--- src/cssc_pkg.sv ---
// ----------------------------------------------------------------------------
// cssc_pkg
// Shared types and constants of the camera scaler setup calculator.
// ----------------------------------------------------------------------------
package cssc_pkg;

  // Field widths.
  localparam int DIM_W   = 13;  // pixel counts
  localparam int BYTES_W = 15;  // line byte count
  localparam int RATIO_W = 6;   // pre-scale ratio 1..32
  localparam int SHIFT_W = 3;   // pre-scale shift 0..5
  localparam int SF_W    = 4;   // shift factor 0..10
  localparam int BURST_W = 5;   // burst lengths 1..16

  // Divider widths: dividend is source << 8, divisor is target << shift.
  localparam int FRAC_W = 8;
  localparam int REM_W  = DIM_W + FRAC_W;        // 21
  localparam int DVSR_W = DIM_W + 5;             // 18
  localparam int QUO_W  = 9;                     // quotient stays below 512
  localparam int CMP_W  = DVSR_W + QUO_W;        // widest shifted divisor

  // Configuration register indexes.
  localparam int CFG_IDX_W = 1;
  localparam logic [CFG_IDX_W-1:0] REG_SOURCE_WIDTH  = 1'b0;
  localparam logic [CFG_IDX_W-1:0] REG_SOURCE_HEIGHT = 1'b1;

  // Reset values of the source window.
  localparam logic [DIM_W-1:0] SOURCE_WIDTH_RESET  = 13'd640;
  localparam logic [DIM_W-1:0] SOURCE_HEIGHT_RESET = 13'd480;

  // One axis of the divider.
  typedef struct packed {
    logic [REM_W-1:0]  rem;
    logic [DVSR_W-1:0] dvsr;
    logic [QUO_W-1:0]  quo;
  } cssc_axis_t;

  // Results that are final after the setup cell and ride along the chain.
  typedef struct packed {
    logic [RATIO_W-1:0] pre_hor_ratio;
    logic [RATIO_W-1:0] pre_ver_ratio;
    logic [DIM_W-1:0]   pre_dst_width;
    logic [DIM_W-1:0]   pre_dst_height;
    logic [SF_W-1:0]    shift_factor;
    logic               scale_up;
    logic [BURST_W-1:0] burst_len;
    logic [BURST_W-1:0] last_burst;
    logic               range_error;
  } cssc_side_t;

  // Payload handed from cell to cell.
  typedef struct packed {
    cssc_side_t side;
    cssc_axis_t hor;
    cssc_axis_t ver;
  } cssc_data_t;

endpackage

--- src/cssc_setup.sv ---
// ----------------------------------------------------------------------------
// cssc_setup
// Head cell: picks the pre-scale shift per axis, checks the range, computes
// the burst lengths and loads the divider operands.
// ----------------------------------------------------------------------------
module cssc_setup
  import cssc_pkg::*;
(
  input  logic               clk,
  input  logic               rst,
  input  logic               in_valid,
  output logic               in_ready,
  input  logic [DIM_W-1:0]   source_width,
  input  logic [DIM_W-1:0]   source_height,
  input  logic [DIM_W-1:0]   target_width,
  input  logic [DIM_W-1:0]   target_height,
  input  logic [BYTES_W-1:0] line_bytes,
  output logic               out_valid,
  input  logic               out_ready,
  output cssc_data_t         out_data
);

  localparam int MAX_SHIFT   = 5;
  localparam int RANGE_SHIFT = 6;
  localparam int CMP19_W     = DIM_W + RANGE_SHIFT;
  localparam logic [SF_W-1:0]    SHIFT_BASE = 4'd10;
  localparam logic [BURST_W-1:0] BURST_16   = 5'd16;
  localparam logic [BURST_W-1:0] BURST_8    = 5'd8;
  localparam logic [BURST_W-1:0] BURST_4    = 5'd4;

  typedef struct packed {
    logic               err;
    logic [SHIFT_W-1:0] shift;
  } cssc_pick_t;

  // Largest shift with source >= target << shift; error when the source is
  // at least 64 times the target, a zero target included.
  function automatic cssc_pick_t pick(input logic [DIM_W-1:0] src,
                                      input logic [DIM_W-1:0] tar);
    cssc_pick_t p;
    logic [CMP19_W-1:0] s_ext;
    logic [CMP19_W-1:0] t_ext;
    s_ext   = CMP19_W'(src);
    t_ext   = CMP19_W'(tar);
    p.err   = s_ext >= (t_ext << RANGE_SHIFT);
    p.shift = '0;
    for (int s = 1; s <= MAX_SHIFT; s++) begin
      if (s_ext >= (t_ext << s)) begin
        p.shift = SHIFT_W'(s);
      end
    end
    return p;
  endfunction

  cssc_pick_t         hp;
  cssc_pick_t         vp;
  logic               err;
  logic [3:0]         m16;
  logic [2:0]         m8;
  logic [1:0]         m4;
  cssc_data_t         data_next;
  logic               valid;
  cssc_data_t         data;

  // Operand and side-result computation.
  always_comb begin
    hp  = pick(source_width, target_width);
    vp  = pick(source_height, target_height);
    err = hp.err | vp.err;
    m16 = line_bytes[5:2];
    m8  = line_bytes[4:2];
    m4  = line_bytes[3:2];

    data_next                  = '0;
    data_next.side.range_error = err;
    data_next.side.scale_up    = (target_width >= source_width);

    if (err) begin
      // Zero remainder against a nonzero divisor yields a zero quotient.
      data_next.hor.dvsr = '1;
      data_next.ver.dvsr = '1;
    end else begin
      data_next.side.pre_hor_ratio  = RATIO_W'(1) << hp.shift;
      data_next.side.pre_ver_ratio  = RATIO_W'(1) << vp.shift;
      data_next.side.pre_dst_width  = source_width >> hp.shift;
      data_next.side.pre_dst_height = source_height >> vp.shift;
      data_next.side.shift_factor   = SHIFT_BASE - SF_W'(hp.shift) - SF_W'(vp.shift);
      data_next.hor.rem  = {source_width, FRAC_W'(0)};
      data_next.hor.dvsr = DVSR_W'(target_width) << hp.shift;
      data_next.ver.rem  = {source_height, FRAC_W'(0)};
      data_next.ver.dvsr = DVSR_W'(target_height) << vp.shift;
    end

    // Burst choice from the word count of a line.
    if (m16 inside {4'd0, 4'd4, 4'd8}) begin
      data_next.side.burst_len  = BURST_16;
      data_next.side.last_burst = (m16 == 4'd0) ? BURST_16 : BURST_W'(m16);
    end else if (m8 inside {3'd0, 3'd4}) begin
      data_next.side.burst_len  = BURST_8;
      data_next.side.last_burst = (m8 == 3'd0) ? BURST_8 : BURST_4;
    end else begin
      data_next.side.burst_len  = BURST_4;
      data_next.side.last_burst = (m4 != 2'd0) ? BURST_W'(m4) : BURST_4;
    end
  end

  // Cell register with its own handshake.
  assign in_ready = !valid || out_ready;

  always_ff @(posedge clk) begin
    if (rst) begin
      valid <= 1'b0;
    end else if (in_ready) begin
      valid <= in_valid;
    end
  end

  always_ff @(posedge clk) begin
    if (in_valid && in_ready) begin
      data <= data_next;
    end
  end

  assign out_valid = valid;
  assign out_data  = data;

endmodule

--- src/cssc_div_cell.sv ---
// ----------------------------------------------------------------------------
// cssc_div_cell
// One restoring-division cell: settles one quotient bit on both axes and
// hands the partial remainder to the next cell.
// ----------------------------------------------------------------------------
module cssc_div_cell
  import cssc_pkg::*;
#(
  parameter int BIT = 0
) (
  input  logic       clk,
  input  logic       rst,
  input  logic       in_valid,
  output logic       in_ready,
  input  cssc_data_t in_data,
  output logic       out_valid,
  input  logic       out_ready,
  output cssc_data_t out_data
);

  // Compare the remainder against the divisor weighted by this bit.
  function automatic cssc_axis_t step(input cssc_axis_t a);
    logic [CMP_W-1:0] trial;
    trial = CMP_W'(a.dvsr) << BIT;
    if (CMP_W'(a.rem) >= trial) begin
      a.rem      = a.rem - trial[REM_W-1:0];
      a.quo[BIT] = 1'b1;
    end
    return a;
  endfunction

  cssc_data_t data_next;
  cssc_data_t data;
  logic       valid;

  always_comb begin
    data_next     = in_data;
    data_next.hor = step(in_data.hor);
    data_next.ver = step(in_data.ver);
  end

  // Cell register; a transfer happens when the cell is empty or drains.
  assign in_ready = !valid || out_ready;

  always_ff @(posedge clk) begin
    if (rst) begin
      valid <= 1'b0;
    end else if (in_ready) begin
      valid <= in_valid;
    end
  end

  always_ff @(posedge clk) begin
    if (in_valid && in_ready) begin
      data <= data_next;
    end
  end

  assign out_valid = valid;
  assign out_data  = data;

endmodule

--- src/camera_scaler_setup_calc_core.sv ---
// ----------------------------------------------------------------------------
// camera_scaler_setup_calc_core
// Camera preview scaler setup calculator: pre-scale, main ratio and bursts.
// ----------------------------------------------------------------------------
// The block accepts one setup item per clock cycle while the output is not
// stalled: one head cell picks the pre-scale shifts and the burst lengths,
// then a row of nine divider cells settles the main ratios, one quotient bit
// per cell on both axes at once. Each cell has its own register and handshake,
// so a stalled output only holds the cells behind it that are full. The user
// writes the source window size through the configuration port while no item
// is in flight; the block does not check it. The window resets to 640 by 480.
module camera_scaler_setup_calc_core
  import cssc_pkg::*;
(
  input  logic                 clk,
  input  logic                 rst,
  // Configuration
  input  logic                 cfg_write,
  input  logic [CFG_IDX_W-1:0] cfg_index,
  input  logic [DIM_W-1:0]     cfg_data,
  // Input channel
  input  logic                 in_valid,
  output logic                 in_ready,
  input  logic [DIM_W-1:0]     target_width,
  input  logic [DIM_W-1:0]     target_height,
  input  logic [BYTES_W-1:0]   line_bytes,
  // Output channel
  output logic                 out_valid,
  input  logic                 out_ready,
  output logic [RATIO_W-1:0]   pre_hor_ratio,
  output logic [RATIO_W-1:0]   pre_ver_ratio,
  output logic [DIM_W-1:0]     pre_dst_width,
  output logic [DIM_W-1:0]     pre_dst_height,
  output logic [QUO_W-1:0]     main_hor_ratio,
  output logic [QUO_W-1:0]     main_ver_ratio,
  output logic [SF_W-1:0]      shift_factor,
  output logic                 scale_up,
  output logic [BURST_W-1:0]   burst_len,
  output logic [BURST_W-1:0]   last_burst,
  output logic                 range_error
);

  logic [DIM_W-1:0] source_width;
  logic [DIM_W-1:0] source_height;

  logic       stg_valid [QUO_W+1];
  logic       stg_ready [QUO_W+1];
  cssc_data_t stg_data  [QUO_W+1];

  // Source window registers.
  always_ff @(posedge clk) begin
    if (rst) begin
      source_width  <= SOURCE_WIDTH_RESET;
      source_height <= SOURCE_HEIGHT_RESET;
    end else if (cfg_write) begin
      case (cfg_index)
        REG_SOURCE_WIDTH:  source_width  <= cfg_data;
        REG_SOURCE_HEIGHT: source_height <= cfg_data;
        default: ;
      endcase
    end
  end

  // Head cell.
  cssc_setup u_setup (
    .clk           (clk),
    .rst           (rst),
    .in_valid      (in_valid),
    .in_ready      (in_ready),
    .source_width  (source_width),
    .source_height (source_height),
    .target_width  (target_width),
    .target_height (target_height),
    .line_bytes    (line_bytes),
    .out_valid     (stg_valid[0]),
    .out_ready     (stg_ready[0]),
    .out_data      (stg_data[0])
  );

  // Divider cells, most significant quotient bit first.
  for (genvar i = 0; i < QUO_W; i++) begin : g_cell
    cssc_div_cell #(
      .BIT (QUO_W - 1 - i)
    ) u_cell (
      .clk       (clk),
      .rst       (rst),
      .in_valid  (stg_valid[i]),
      .in_ready  (stg_ready[i]),
      .in_data   (stg_data[i]),
      .out_valid (stg_valid[i+1]),
      .out_ready (stg_ready[i+1]),
      .out_data  (stg_data[i+1])
    );
  end

  // The last cell register is the output register.
  assign stg_ready[QUO_W] = out_ready;
  assign out_valid        = stg_valid[QUO_W];
  assign pre_hor_ratio    = stg_data[QUO_W].side.pre_hor_ratio;
  assign pre_ver_ratio    = stg_data[QUO_W].side.pre_ver_ratio;
  assign pre_dst_width    = stg_data[QUO_W].side.pre_dst_width;
  assign pre_dst_height   = stg_data[QUO_W].side.pre_dst_height;
  assign main_hor_ratio   = stg_data[QUO_W].hor.quo;
  assign main_ver_ratio   = stg_data[QUO_W].ver.quo;
  assign shift_factor     = stg_data[QUO_W].side.shift_factor;
  assign scale_up         = stg_data[QUO_W].side.scale_up;
  assign burst_len        = stg_data[QUO_W].side.burst_len;
  assign last_burst       = stg_data[QUO_W].side.last_burst;
  assign range_error      = stg_data[QUO_W].side.range_error;

endmodule

--- config.mk ---
export PLATFORM = sky130hd
export DESIGN_NAME = camera_scaler_setup_calc_core
export DESIGN_NICKNAME = d
export VERILOG_FILES = /design/src/cssc_pkg.sv /design/src/cssc_setup.sv /design/src/cssc_div_cell.sv /design/src/camera_scaler_setup_calc_core.sv
export SDC_FILE = /design/constraint.sdc
export NUM_CORES = 2
export LEC_CHECK = 0
export ABC_AREA = 1
export BUFFER_PORTS_ARGS = -buffer_cell sky130_fd_sc_hd__buf_4
export CORE_ASPECT_RATIO = 1.25
export CORE_MARGIN = 1.5
export CORE_UTILIZATION = 40
export DETAILED_ROUTE_END_ITERATION = 7
export PLACE_DENSITY = 0.53
export SYNTH_ARGS = -nofsm -noshare
export SYNTH_HDL_FRONTEND = slang
export SYNTH_SLANG_ARGS = --single-unit
--- constraint.sdc ---
create_clock -name clk -period 9.3 [get_ports clk]
set_input_delay 0.465 -clock clk [delete_from_list [all_inputs] [get_ports clk]]
set_output_delay 0.465 -clock clk [all_outputs]
set_load 0.02 [all_outputs]
## Yosys cells after proc, flatten, opt, wreduce, memory -nomap -nowiden

Cells that the tools add are included.

- Register bits: 1368
- Input bits: 60
- Output and inout port bits: 74

- Add/sub/neg operators: 18
- $lt $le $gt $ge: 31
- Equal/unequal tests: 3
- Shift-type cells: 6
- Muxes and demuxes: 31
- Bitwise gates (word level): 2
- Reduce and logical (&&, ||, !) cells: 37

Operators by type and width:

| operator | number |
|---|---|
| 2-to-1 mux 21 bit | 16 |
| subtractor 21 bit | 12 |
| >= comparator 21 x 26 -> 1 bit | 2 |
| >= comparator 21 x 25 -> 1 bit | 2 |
| >= comparator 21 x 24 -> 1 bit | 2 |
| >= comparator 21 x 23 -> 1 bit | 2 |
| >= comparator 21 x 22 -> 1 bit | 2 |
| >= comparator 21 x 18 -> 1 bit | 2 |
| >= comparator 21 x 19 -> 1 bit | 2 |
| >= comparator 21 x 20 -> 1 bit | 2 |
| >= comparator 21 bit | 2 |
| subtractor 21 x 19 -> 21 bit | 2 |
| subtractor 21 x 20 -> 21 bit | 2 |
| >= comparator 13 x 19 -> 1 bit | 2 |
| >= comparator 13 x 18 -> 1 bit | 2 |
| << shifter 13 x 3 -> 18 bit | 2 |
| >= comparator 13 x 17 -> 1 bit | 2 |
| >= comparator 13 x 16 -> 1 bit | 2 |
| >= comparator 13 x 15 -> 1 bit | 2 |
| >= comparator 13 x 14 -> 1 bit | 2 |
| 2-to-1 mux 3 bit | 9 |
| >> shifter 13 x 3 -> 13 bit | 2 |
| >= comparator 13 bit | 1 |
| << shifter 1 x 3 -> 6 bit, first input constant | 2 |
| other kinds (19) | 50 |

## Logic depth before layout (Yosys ltp)

- Depth in word-level cells: 12
- Depth in mapped cells: 21
- Mapped depth without buffers: 20

## Modules after synthesis

Synthesis repeated with hierarchy kept, for this count alone.

- Cell total of the unflattened synthesis: 7939
- Area, all modules: 77340.4 sq um

Modules (own cells, without submodules):

| module | instances | cells an instance | area each (sq um) |
|---|---|---|---|
| cssc_setup | 1 | 1242 | 9728.1 |
| cssc_div_cell at g_cell[8].u_cell | 1 | 875 | 7968.9 |
| cssc_div_cell at g_cell[7].u_cell | 1 | 825 | 7770.0 |
| cssc_div_cell at g_cell[6].u_cell | 1 | 779 | 7724.9 |
| cssc_div_cell at g_cell[4].u_cell | 1 | 750 | 7500.9 |
| cssc_div_cell at g_cell[5].u_cell | 1 | 732 | 7392.1 |
| cssc_div_cell at g_cell[2].u_cell | 1 | 662 | 7327.0 |
| cssc_div_cell at g_cell[3].u_cell | 1 | 728 | 7317.0 |
| cssc_div_cell at g_cell[1].u_cell | 1 | 632 | 6885.4 |
| cssc_div_cell at g_cell[0].u_cell | 1 | 573 | 6701.4 |
| camera_scaler_setup_calc_core | 1 | 141 | 1024.7 |

## Worst setup path after synthesis

No wires, ideal clock.

- Path type: input port to flip-flop
- Start: input out_ready
- End: register g_cell[5].u_cell.data, in the netlist g_cell[5].u_cell.out_data[100] (enable)
- Setup time: 676 ps
- Arrival: 7251 ps
- Slack: 1373 ps
- Cell stages on the path: 6
- Path buffers: 0
- Cells stage by stage: nor2_1 inv_1 nor2_1 inv_1 nor2_2 a21oi_1

- Word-level cells in the longest chain between the ends: 5

Ends and longest elaborated chain:

| what | line | text |
|---|---|---|
| start, declared | camera_scaler_setup_calc_core.sv:29 | `input logic out_ready,` |
| logical OR 1 bit (4 in a row) | cssc_div_cell.sv:43 | `assign in_ready = !valid \|\| out_ready;` |
| logical AND 1 bit | cssc_div_cell.sv:54 | `if (in_valid && in_ready) begin` |
| end signal, assigned | cssc_div_cell.sv:55 | `data <= data_next;` |
| end, declared | cssc_div_cell.sv:33 | `cssc_data_t data;` |

Every way passes these cells.
A chain may end at the register's enable or synchronous reset.

## Worst setup path in the final report

- Start: register source_height[9]
- End: register u_setup.data, in the netlist u_setup.out_data[111] (data pin)

- Word-level cells in the longest chain between the ends: 7

Ends and longest elaborated chain:

| what | line | text |
|---|---|---|
| start, declared | camera_scaler_setup_calc_core.sv:44 | `logic [DIM_W-1:0] source_height;` |
| start signal, assigned | camera_scaler_setup_calc_core.sv:58 | `REG_SOURCE_HEIGHT: source_height <= cfg_data;` |
| >= comparator 13 x 14 -> 1 bit | cssc_setup.sv:48 | `if (s_ext >= (t_ext << s)) begin` |
| 2-to-1 mux 1 bit | cssc_setup.sv:48 |  |
| 2-to-1 mux 3 bit (4 in a row) | cssc_setup.sv:48 |  |
| subtractor 4 x 3 -> 4 bit | cssc_setup.sv:87 | `data_next.side.shift_factor = SHIFT_BASE - SF_W'(hp.shift) - SF_W'(vp.shift);` |
| end signal, assigned | cssc_setup.sv:120 | `data <= data_next;` |
| end, declared | cssc_setup.sv:63 | `cssc_data_t data;` |

Several ways; a longest one is shown, not always the timed one.

==> run summary <==
dominant cell type by count on the critical path - nand2_1
final-report hold violation count - 0
actual transition at the worst max-transition pin - 1062 ps
gr ovfl total - 0
met3 global-route usage - 2.394%
delay of the slowest critical-path stage - 750 ps
Final period util - 50.55%
number of detailed-route iterations in the first pass - 6
clock-pin slew of the registers on the worst-case setup and hold paths - 70 ps
last weighted congestion value of the routability-driven placer - 0.9257
Post-synth ARST share - 0%
sequential cell area fraction in the yosys report - 61.46%
Area Growth Syn to Fin - 12.73%
Seq cells post-synth - 1260
final-report max-slew violation count - 0
CP startpoint kind - flip-flop
level count of the clock H-tree - 4
critical-path cell with the highest stage delay - dfxtp_1
maximum fanout along the worst path - 40
met1 routing resource usage after global routing - 18.36%
area occupied by registers - 37480 um^2
unique cell type count in the Yosys netlist - 61
standard cell core area - 151700 um^2
final worst clock skew - 24.70 ps
Clock Tree Root - clkbuf_16
Gate Count Post-Synth - 5452
cts repair resizes - 0
Yosys warnings - 0
TritonCTS sink count - 1260
vias in the first global route - 39340
Net Switching - 2.790 mW
portion of total power attributed to combinational logic - 6.6%
number of antenna violations at the first check in global routing - 2
worst slack on hold paths - 123.2 ps
Slew HR - 28.98%
Iteration-0 DRC Markers - 2117
core utilization of the finished layout - 45.30%
required time at the worst-slack endpoint - 9820 ps
final-layout setup total negative slack - 0 ps
Power Density - 180.3 nW/um^2
floorplan row count - 160
Mean Syn Cell Area - 11.19 um^2
number of failing setup endpoints in the final timing report - 0
Initial Utilization - 40.19%
status - complete, no violations
dominant synthesized flop cell - edfxtp_1
number of buffers inserted during clock tree synthesis - 133
time the final worst path needs with I/O delays and setup - 4702 ps
leakage power of the design - 27.68 nW
CTS tree - done
Max VDD drop - 0.1945 mV
EDFF count, synth - 1224
number of buffer and inverter instances along the worst setup path - 2
fraction of power spent switching nets - 22.51%
total I/O pin count - 134
arrival time at the worst endpoint - 5230 ps
Flop pwr share - 51.7%
total internal power - 9.602 mW
vertical die dimension - 439.5 um
total wire length after detailed routing - 130.3 mm
detailed-placement wirelength estimate - 96.82 mm
die boundary width - 352.2 um
Critical Path, Cell by Cell - ha_1 -> nand2_1 -> nand2_1 -> nand2_1 -> nand2_1 -> a21oi_1 -> nand2_1 -> nor2_1 -> nand2_1 -> nand2_1 -> nand2_2 -> clkinv_2 -> ha_1 -> ha_1 -> inv_1 -> fa_1 -> xor2_1 -> nor2_1
endpoint kind of the worst setup timing path - flip-flop
share of post-route cells with drive strength above 1 - 7.021%
GR met2 Demand/Resource - 31.29%
pin count of the biggest net entering global routing - 133
multi-input gate area in the final layout - 20450 um^2
Tightest Hold Check Type - input pin to flip-flop
mean number of vias per cell - 4.905
Post-DRT Antenna Nets - 0
total track usage - 16.75%
top cell family by delay on the critical path - simple AND/OR/NAND/NOR gates
number of maximum-capacitance constraint violations - 0
area of the die - 154800 um^2
part of the power in the clock network - 41.7%
total vias in the final route - 38230
most crowded layer after global routing - met2
first-pass GRT wire length - 205.2 mm
Bufs on Longest Clock Path - 3
layout filler cell count - 14320
insertion delay to the later sink of the worst-skew pair - 770 ps
drt drc - 0
number of nets in the finished design - 6167
summed instance area of the synthesized netlist - 60980 um^2
critical path class - flip-flop to flip-flop
setup repair after global routing missed its margin - false
Routed wire per std cell - 16.72 um
IO Port Bufs - 120
total setup buffers inserted after CTS - 0
achievable frequency - 212.7 MHz
==> tightest hold or removal path, delay by kind of cell <==
kind | cells | cell delay, ps
buffers and inverters | 2 | 150
AND/OR/NAND/NOR | 1 | 70
AO/OA/AOI/OAI | 1 | 150
==> cell type report <==
cell class | instances | share of cell area, %
Sequential cell | 1260 | 54.51
Multi-Input combinational cell | 3396 | 29.74
Clock buffer | 160 | 5.065
Inverter | 710 | 3.911
Tap cell | 2025 | 3.686
Timing Repair Buffer | 166 | 1.911
Clock inverter | 76 | 1.165
Antenna cell | 1 | 0.003640
==> path summary, 6_finish.rpt <==
check / slack, ps / endpoint / startpoint / depth (start not counted)
worst max register to register: 4600 / u_setup.out_data[111] / source_height[9] / 18
worst min register to register: 410 / g_cell[0].u_cell.out_data[110] / u_setup.out_data[110] / 0
worst max-delay path: 4600 / u_setup.out_data[111] / source_height[9] / 18
worst min-delay path: 120 / source_width[7] / cfg_write / 4
==> cells in the final DEF, fill, tap and decap left out, types with 7 or more instances in the layout <==
cell / n
nand3_1: 306
inv_2: 17
nor4_1: 25
a221oi_1: 7
nor3_1: 50
a21oi_1: 406
xnor2_1: 95
a21boi_0: 11
nor2_1: 388
nor2_4: 10
nand2_2: 11
nor3b_1: 9
nand2_1: 941
dlygate4sd3_1: 22
inv_1: 687
o21ai_0: 263
clkinv_2: 19
o21bai_1: 25
o211ai_1: 27
a31oi_1: 34
o21ai_1: 26
clkinv_1: 26
buf_4: 143
dfxtp_1: 36
or2_2: 9
ha_1: 423
clkbuf_16: 135
edfxtp_1: 1224
inv_6: 7
nand4_1: 59
a211oi_1: 12
nand3b_1: 8
xor2_1: 122
bufinv_16: 10
clkbuf_1: 24
a21o_1: 45
fa_1: 17
==> per-layer routing <==
layer  vias to the layer above  wire (um)
li1                      19490          -
met1                     17770      52970
met2                       654      67510
met3                       312       3600
met4                         2       6189
met5                         -         13
==> stage by stage <==
step,setup slack [ps],std cells,total power [mW],area [um^2]
2_1_floorplan,1373,5453,7.107,60980
5_1_grt,4279,7793,12.90,68740
3_5_place_dp,4427,7535,7.341,64240
6_report,4598,7794,12.39,68740
3_3_place_gp,4462,7535,7.325,64240
4_1_cts,4606,7793,12.58,68740
==> flip-flops by register name (all words and copies together) (netlist names) <==
register	flops
u_setup.out_valid	1
source_width	13
g_cell.u_cell.out_valid	9
g_cell.u_cell.out_data	1110
source_height	13
u_setup.out_data	114
==> synth_stat cells (3+ instances only) <==
cell type  count  area share [%]
a211oi_1      12            0.15
a21boi_0      11            0.14
a21o_1        45            0.55
a21oi_1      408             3.3
a221oi_1       7            0.10
a31oi_1       34            0.35
a32oi_1        3           0.043
and2_1         3           0.031
buf_2         53            0.43
buf_4          6           0.074
buf_6          6            0.11
clkbuf_1      22            0.14
dfxtp_1       36             1.2
edfxtp_1    1224              60
fa_1          17            0.56
ha_1         423             8.7
inv_1        692             4.3
inv_2         17            0.10
nand2_1      941             5.8
nand2_2       11            0.11
nand3_1      306             2.5
nand3b_1       8           0.098
nand4_1       59            0.61
nor2_1       391             2.4
nor2_2         5           0.051
nor2_4         7            0.13
nor3_1        50            0.41
nor3b_1        9            0.11
nor4_1        25            0.26
nor4b_1        5           0.072
o2111ai_1      6           0.086
o211ai_1      27            0.33
o21a_1         6           0.074
o21ai_0      263             2.2
o21ai_1       26            0.21
o21ai_2        4           0.057
o21bai_1      25            0.31
o221ai_1       4           0.057
o31ai_1        4           0.049
or2_2          9           0.092
xnor2_1       95             1.4
xor2_1       122             1.8
==> what timing repair did <==
item | 4_1_cts | 5_1_grt
endpoints found under the setup margin | 0 | 0
hold buffers | 22 | 0
endpoints found under the hold margin | 36 | 0
==> power by group through the flow <==
stage	sequential (mW)	clock [mW]	combinational, mW
after detailed placement	6.53	0	0.814
after global routing	6.42	5.55	0.935
after CTS	6.41	5.35	0.824
after global placement	6.53	0	0.800
after floorplan	6.50	0	0.606
final	6.41	5.16	0.822
==> cell families (layout without fill, tap and decap cells) <==
kind of cell             count (synthesis)  in the layout  synth area share [%]
AND/OR/NAND/NOR                       1840           1840                 12.82
flip-flops                            1260           1260                 61.46
AO/OA/AOI/OAI                          897            897                 8.240
buffers and inverters                  797           1112                 5.127
adder cells (fa/ha/maj)                440            440                 9.237
XOR/XNOR                               217            217                 3.117
other                                    1              3              0.006149
(Power assumes the default switching activity.)
